**src/rtl/stsk_pkg.sv**
```systemverilog
package stsk_pkg;

  // Field widths
  localparam int IDX_W     = 6;
  localparam int SIZE_W    = 6;
  localparam int VALUE_W   = 64;
  localparam int IN_DATA_W = 16;

  localparam logic [VALUE_W-1:0] VALUE_ALL_ONES = '1;
  localparam logic [VALUE_W-1:0] VALUE_ZERO     = '0;

  // Reset value of the table size register
  localparam logic [SIZE_W-1:0] TABLE_SIZE_RESET = 6'd32;

  // Request kind
  typedef enum logic {
    MODE_BUILD = 1'b0,
    MODE_QUERY = 1'b1
  } stsk_mode_t;

  // Result status
  typedef enum logic [1:0] {
    ST_OK        = 2'd0,
    ST_RANGE     = 2'd1,
    ST_NOT_BUILT = 2'd2,
    ST_SAT       = 2'd3
  } stsk_status_t;

  // One table entry: value and saturation mark
  typedef struct packed {
    logic               sat;
    logic [VALUE_W-1:0] value;
  } stsk_entry_t;

  // Sequencer states
  typedef enum logic [2:0] {
    S_IDLE,
    S_BUILD_RD,
    S_BUILD_MUL,
    S_BUILD_ADD,
    S_QUERY_RD,
    S_QUERY_DATA,
    S_FINISH
  } stsk_state_t;

endpackage

```
**src/rtl/stsk_recur_unit.sv**
```systemverilog
module stsk_recur_unit #(
  parameter int FW = 6
) (
  input  logic                  clk,
  input  logic                  mul_en,
  input  stsk_pkg::stsk_entry_t up,
  input  logic [FW-1:0]         factor,
  input  stsk_pkg::stsk_entry_t ul,
  output stsk_pkg::stsk_entry_t sum
);
  import stsk_pkg::*;

  logic [VALUE_W+FW-1:0] prod_full;
  logic [VALUE_W-1:0]    prod_r;
  logic                  prod_sat_r;
  logic [VALUE_W:0]      add_full;
  logic                  sum_sat;

  // Multiply the upper entry by the column factor
  assign prod_full = (VALUE_W+FW)'(up.value) * (VALUE_W+FW)'(factor);

  // Hold the product for the add step
  always_ff @(posedge clk) begin
    if (mul_en) begin
      prod_r     <= prod_full[VALUE_W-1:0];
      prod_sat_r <= up.sat | (|prod_full[VALUE_W+FW-1:VALUE_W]);
    end
  end

  // Saturating add of the upper-left entry
  assign add_full  = {1'b0, ul.value} + {1'b0, prod_r};
  assign sum_sat   = prod_sat_r | ul.sat | add_full[VALUE_W];
  assign sum.sat   = sum_sat;
  assign sum.value = sum_sat ? VALUE_ALL_ONES : add_full[VALUE_W-1:0];

endmodule

```
**config.mk**
```make
export PLATFORM = sky130hd
export DESIGN_NAME = stsk_recur_unit
export DESIGN_NICKNAME = d
export VERILOG_FILES = /design/src/rtl/stsk_pkg.sv /design/src/rtl/stsk_recur_unit.sv
export SDC_FILE = /design/constraint.sdc
export NUM_CORES = 1
export LEC_CHECK = 0
export ABC_AREA = 1
export BUFFER_PORTS_ARGS = -buffer_cell sky130_fd_sc_hd__buf_4
export CORE_MARGIN = 2
export CORE_UTILIZATION = 50
export CTS_CLUSTER_SIZE = 8
export DETAILED_ROUTE_END_ITERATION = 12
export PLACE_DENSITY = 0.69
export SYNTH_ARGS = -nofsm -noshare
export SYNTH_HDL_FRONTEND = slang
export SYNTH_SLANG_ARGS = --single-unit
```
**constraint.sdc**
```tcl
create_clock -name clk -period 13.91 [get_ports clk]
set_input_delay 1.391 -clock clk [delete_from_list [all_inputs] [get_ports clk]]
set_output_delay 1.391 -clock clk [all_outputs]
set_load 0.02 [all_outputs]
```
==> results of run 1 <==
-- layout make-up --
cell class | count | area [sq um] | area share
well taps | 539 | 674 | 0.0287
flip-flops and latches | 65 | 1950 | 0.0830
clock buffers | 10 | 229 | 0.00974
repair buffers | 202 | 1520 | 0.0645
multi-input cells | 2275 | 15300 | 0.653
inverters | 989 | 3710 | 0.158
clock inverters | 6 | 82.6 | 0.00351
-- power groups by stage --
stage          combinational, mW  sequential, mW  clock [mW]
6_report                    3.32           0.457       0.237
5_1_grt                     3.72           0.460       0.251
4_1_cts                     3.27           0.454       0.242
3_5_place_dp                3.26           0.458           0
3_3_place_gp                3.26           0.458           0
2_1_floorplan               2.30           0.414           0
-- tightest hold or removal path, stage by stage --
cell and delay [ns]:
buf_4 0.12, nand2_1 0.06, inv_1 0.04
-- through the flow --
stage	instances	setup WS, ns	util	hold slack (ns)
after floorplan	3378	8.50	-	1.50
after global placement	4070	7.83	0.553	1.74
after detailed placement	4070	7.85	0.553	1.73
after CTS	4086	8.11	0.560	1.37
after global routing	4086	7.72	0.560	1.40
final	4086	8.04	0.560	1.38
-- cells by family (layout without fill, tap and decap cells) --
group / after synthesis / count (layout)
adders and majority gates: 392 / 392
and+or+nand+nor: 1459 / 1459
AOI/OAI and AO/OA: 341 / 341
buffers and inverters: 1038 / 1207
xor gates and xnor gates: 83 / 83
DFF: 65 / 65
-- worst min path at each step --
| stage | startpoint | to | slack (ns) | cells past startpoint |
|---|---|---|---|---|
| CTS | up[0] | prod_r[0]$_DFFE_PP_ | 1.37 | 3 |
| floorplan | mul_en | prod_r[0]$_DFFE_PP_ | 1.50 | 0 |
| finish | up[0] | prod_r[0]$_DFFE_PP_ | 1.38 | 3 |
| detailed placement | up[0] | prod_r[0]$_DFFE_PP_ | 1.73 | 3 |
| global route | up[0] | prod_r[0]$_DFFE_PP_ | 1.40 | 3 |
| global placement | up[0] | prod_r[0]$_DFFE_PP_ | 1.74 | 3 |
-- placed cells by master, fill, tap and decap left out, types with 3 or more instances in the layout --
cell type / Yosys / final
or2_1: 11 / 11
or2_2: 18 / 18
o21bai_1: 36 / 36
o21ai_0: 80 / 80
a21o_1: 13 / 13
nor2_2: 3 / 3
a21oi_1: 176 / 176
nor3_1: 25 / 25
o21ai_1: 10 / 10
nand3_1: 99 / 99
clkbuf_16: 0 / 9
inv_1: 984 / 984
a21boi_0: 5 / 5
fa_1: 250 / 250
a31oi_1: 9 / 9
nor4_1: 6 / 6
xor2_1: 72 / 72
and3_1: 4 / 4
nor2_1: 277 / 277
nand3_2: 22 / 22
a31o_2: 3 / 3
nand2_1: 970 / 970
edfxtp_1: 65 / 65
nand4_1: 18 / 18
buf_4: 1 / 202
ha_1: 142 / 142
inv_2: 4 / 4
xnor2_1: 11 / 11
-- state kept, by name, indices dropped and copies added, names as in the netlist --
| signal | count |
|---|---|
| prod_sat_r | 1 |
| prod_r | 64 |
-- metal layers --
layer  global-route usage  vias to the layer above
li1                     -                    10300
met4               0.0895                        0
met1                0.425                     9265
met2                0.465                      689
met5                    0                        -
met3               0.0216                       99
==> flow_summary.ini, run 1 <==
[critical_path]
critPathArrivalTime_ns = 4.48
critPathBufInv = 3
cp_cell_sequence = buf_4 > ha_1 > a21oi_1 > o21ai_1 > a21oi_2 > nor2_1 > nor2_1 > nor3_1 > nor2_1 > nand3_2 > inv_4 > nand3_1 > buf_4
critPathMaxStageDelay_ns = 0.61
end_kind = output pin
cp-start-kind = input pin
critical_path_class = input pin to output pin
startpoint = ul[37]
crit_top_cell = nor2_1
required_ns = 12.52
cp.depth = 13
crit_path_end = sum[35]
slowest_stage = inv_4
crit_family = simple AND/OR/NAND/NOR gates
crit_path_max_fanout = 37

[synth]
synth_top_family_by_area = adder cells
synth_cells = 3378
synth_ff_type = edfxtp_1
synth-edff-count = 65
yosysSeqAreaShare = 0.0919
async_flop_share = 0
synth_compound_area_frac = 0.0891
synthesis.area_sq_um = 21200
yosys.area_share.simple = 0.280
synth_top_area_frac = 0.236
synth_cell_type_count = 42
synthXorXnorAreaFrac = 0.0342
synth_fa_ha_area_frac = 0.319
synth.most_common_cell = inv_1
ys_top_cells_by_count = inv_1, nand2_1, nor2_1
synth-warning-count = 0
muxShareOfSynthArea = 0
avgSynthCellArea_sq_um = 6.29
netlist_top_cells_area = fa_1, inv_1, nand2_1, edfxtp_1, ha_1
syn_nets = 3908
yosys.area.top_type = fa_1
ys_seq_elements = 65

[layout]
fill_cells = 4269
n_antenna_cell = 0
final_net_count = 4072
fin_area_sq_um = 23500
area_growth_pct = 10.7
drive_gt1_frac = 0.0767

[global_route]
grt_overflow_total = 0
grt_use_total = 0.292
antenna_found_initial = 0
grt_pass1_vias = 19800
grt_first_pass_wirelength_um = 102000
grt_max_degree = 66

[pwr]
p_int_mw = 1.66
peakVddDrop_v = 0.0000829
leakage_nw = 14.5
clkPwrFrac = 0.059
seq_power_share = 0.114
comb_power_share = 0.827
p_sw_frac = 0.586
power.density_nw_per_um2 = 171
finalPower_mw = 4.01
switchingPower_mw = 2.35

[die]
die_w_um = 210
start_util = 0.506
die_h_um = 210
rows = 75
core_area_sq_um = 41900
die_area_sq_um = 44100
ios = 203

[routing]
detail-route-antenna-nets = 0
finalWirelength_um = 63200
drt_iter0_drc = 1432
dr_wl_met3_um = 3860
route.met2.wl_um = 27600
firstDrtPassIters = 6
highest_layer = met4
wl_per_cell_um = 15.5
wl_met1_um = 29700
route.detailed.drc = 0
drt-vias-per-instance = 4.97
vias = 20300

[clock_tree]
holdBufCountCts = 0
h-tree-depth = 3
clk_pin_slew_ns = 0.06
cts.sinks = 65
ctsResizeCount = 0
clock-root-buffer = clkbuf_16
cts_setup_buffers = 0
cts_tree = done
cts_buffers = 9
clk_path_buf_depth = 2

[sta]
final_hold_viol_count = 0
tns_ns = 0
slew_violations = 0
rsz0062_at_grt = false
slew_headroom = 0.459
setup_viol = 0
min_period_ns = 5.87
fmax_mhz = 170
worst_pin_slew_ns = 0.812
min_period_over_period = 0.422

[placed_design]
io_buffer_count = 202
dp_hpwl_um = 54900
dpl_cell_area_sq_um = 23200
place.gp.congestion = 1.01

[min_path]
min_path_type = input pin to flop

[run_status]
status = finished, final reports clean

[run]
cap_violations = 0
Note: power is estimated with default switching activity, not from simulation.
==> run 2: changes to the inputs <==
ABC_AREA = 0   (was 1)
PLACE_DENSITY = 0.7   (was 0.69)
clock period = 5.8 ns   (was 13.91 ns; I/O delays follow)
==> run 2 against run 1 <==
Effect of this change: setup slack worse by 7.7 ns; wire length decreased by 20%; non-clock buffer count grew 61; critical endpoint is now prod_sat_r$_DFFE_PP_; via count fell by 19%; combinational power grew 140%; sequential power rose by 130%; synthesized area is 11% lower.
==> flow_summary.ini, run 2 <==
[run_status]
status = finished, final reports clean

[placed_design]
place.gp.congestion = 0.995
io_buffer_count = 202
dp_hpwl_um = 43000
post-place-cells = 2962

[sta]
final_hold_viol_count = 0
tns_ns = 0
fmax_mhz = 182
min_period_over_period = 0.947
rsz0062_at_grt = false
slew_headroom = 0.454
worst_pin_slew_ns = 0.819
setup_viol = 0
min_period_ns = 5.49
slew_violations = 0

[layout]
fill_cells = 3412
n_antenna_cell = 0
final_cell_mix = and2_1, inv_1, buf_4
stdcell_count = 2978
final_net_count = 2992
area_growth_pct = 13.4
final_common_cell = and2_1
seqCellArea_sq_um = 1950
multi_input_area_sq_um = 15300
largest_register_ffs = 64
reg_top3 = prod_r: 64 flops, prod_sat_r: 1 flops
regMostFlops = prod_r
drive_gt1_frac = 0.120

[clock_tree]
cts_buffers = 9
cts_setup_buffers = 0
clk_path_buf_depth = 2
cts_tree = done
clock-root-buffer = clkbuf_16
cts.sinks = 65
h-tree-depth = 3
clk_pin_slew_ns = 0.06

[synth]
syn_nets = 2823
synthesis.area_sq_um = 18800
yosys.area.top_type = fa_1
synth_ff_type = edfxtp_1
ys_seq_elements = 65
synth.most_common_cell = and2_1
netlist_top_cells_area = fa_1, and2_1, edfxtp_1, ha_1, inv_1
synth-warning-count = 0
avgSynthCellArea_sq_um = 8.22
async_flop_share = 0
ys_top_cells_by_count = and2_1, inv_1, fa_1
synth-edff-count = 65
synth_cell_type_count = 69
synth_top_area_frac = 0.266
synth_cells = 2293
yosysSeqAreaShare = 0.104

[critical_path]
critical_path_class = input pin to flop
crit_path_end = prod_sat_r$_DFFE_PP_
required_ns = 5.87
startpoint = factor[0]
end_kind = flop
crit_path_max_fanout = 46
cp-start-kind = input pin
critPathArrivalTime_ns = 5.56

[routing]
wl_per_cell_um = 17.0
finalWirelength_um = 50500
detail-route-antenna-nets = 0
firstDrtPassIters = 5
drt-vias-per-instance = 5.49
drt_iter0_drc = 1261
vias = 16400
route.detailed.drc = 0

[die]
die_h_um = 198
ios = 203
start_util = 0.504
die_area_sq_um = 39300
rows = 71
core_area_sq_um = 37400
die_w_um = 198

[global_route]
grt_max_degree = 66
grt_first_pass_wirelength_um = 83600
grt_pass1_vias = 16100
antenna_found_initial = 0
grt_use_total = 0.262
grt_overflow_total = 0

[min_path]
min_path_type = input pin to flop

[pwr]
leakage_nw = 10.1
power.density_nw_per_um2 = 440
peakVddDrop_v = 0.000148

[run]
cap_violations = 0
-- run 2: cell count changes after synthesis, sizes merged, moves of 24 or more --
cell	previous run	this run
nand2	971	194
inv	989	320
and2	2	376
nor2	280	86
nand3	121	34
clkbuf	35	98
xnor2	11	63
a21o	13	58
or2	29	3
nand4	18	42
-- run 2: where the power goes --
group          internal (mW)  total [mW]  leakage (nW)  switching, mW
Clock                  0.331       0.528         0.139          0.197
Sequential             0.944        1.05         0.636          0.102
Combinational           3.15        7.83          9.32           4.68
-- run 2: how the worst min path moves through the flow --
stage	start	to	depth (start not counted)
after global routing	up[0]	prod_r[0]$_DFFE_PP_	2
after global placement	up[0]	prod_r[0]$_DFFE_PP_	2
final	up[0]	prod_r[0]$_DFFE_PP_	2
after CTS	up[0]	prod_r[0]$_DFFE_PP_	2
after detailed placement	up[0]	prod_r[0]$_DFFE_PP_	2
after floorplan	mul_en	prod_r[0]$_DFFE_PP_	0
-- run 2: cells by family (layout without fill, tap and decap cells) --
logic type / count (synthesis) / count (layout) / share of synthesized area
xor gates and xnor gates: 113 / 113 / 0.0525
AOI/OAI and AO/OA: 472 / 472 / 0.161
DFF: 65 / 65 / 0.104
muxes: 3 / 3 / 0.00166
and+or+nand+nor: 823 / 823 / 0.234
buffers and inverters: 425 / 599 / 0.0872
adders and majority gates: 392 / 392 / 0.360
-- run 2: repair_timing --
| item | in CTS | in global routing |
|---|---|---|
| hold buffers | 0 | 0 |
| gates resized for setup | 0 | 2 |
| setup endpoints to repair | 0 | 1 |
-- run 2: metrics by stage --
step / hold slack (ns) / utilization / setup WS (ns) / cell area (sq um) / power (mW)
after floorplan: 0.692 / - / 0.444 / 18800 / 6.47
after global placement: 0.975 / 0.563 / 0.0783 / 21100 / 8.69
after detailed placement: 0.967 / 0.563 / 0.0326 / 21100 / 8.74
after CTS: 0.620 / 0.571 / 0.375 / 21400 / 9.31
after global routing: 0.648 / 0.571 / 0.0265 / 21400 / 10.3
final: 0.639 / 0.571 / 0.309 / 21400 / 9.40
-- run 2: per-layer routing --
| layer | global-route usage | up-vias | part of all wire |
|---|---|---|---|
| met3 | 0.0215 | 47 | 0.069 |
| met1 | 0.426 | 7808 | 0.50 |
| met4 | 0.0496 | 0 | 0.014 |
| met2 | 0.378 | 616 | 0.41 |
| li1 | - | 7893 | - |
| met5 | 0 | - | 0 |
-- run 2: final cells by class --
class                   instances  share of cell area
well taps                     511              0.0299
repair buffers                263              0.0947
clock buffers                   9              0.0105
multi-input cells            1803               0.714
inverters                     320              0.0562
clock inverters                 7             0.00334
flip-flops and latches         65              0.0913
-- run 2: worst max-delay path, stage by stage --
cell,delay (ns)
buf_4,0.38
and2_1,0.21
fa_1,0.44
fa_1,0.49
inv_1,0.05
fa_1,0.54
inv_1,0.05
ha_1,0.46
nand2_1,0.15
nor4_1,0.39
o2111ai_1,0.21
nand3_1,0.15
o21ai_0,0.09
buf_4,0.17
a21o_1,0.22
o21ai_1,0.28
a21oi_1,0.21
o311ai_1,0.34
nand4_1,0.11
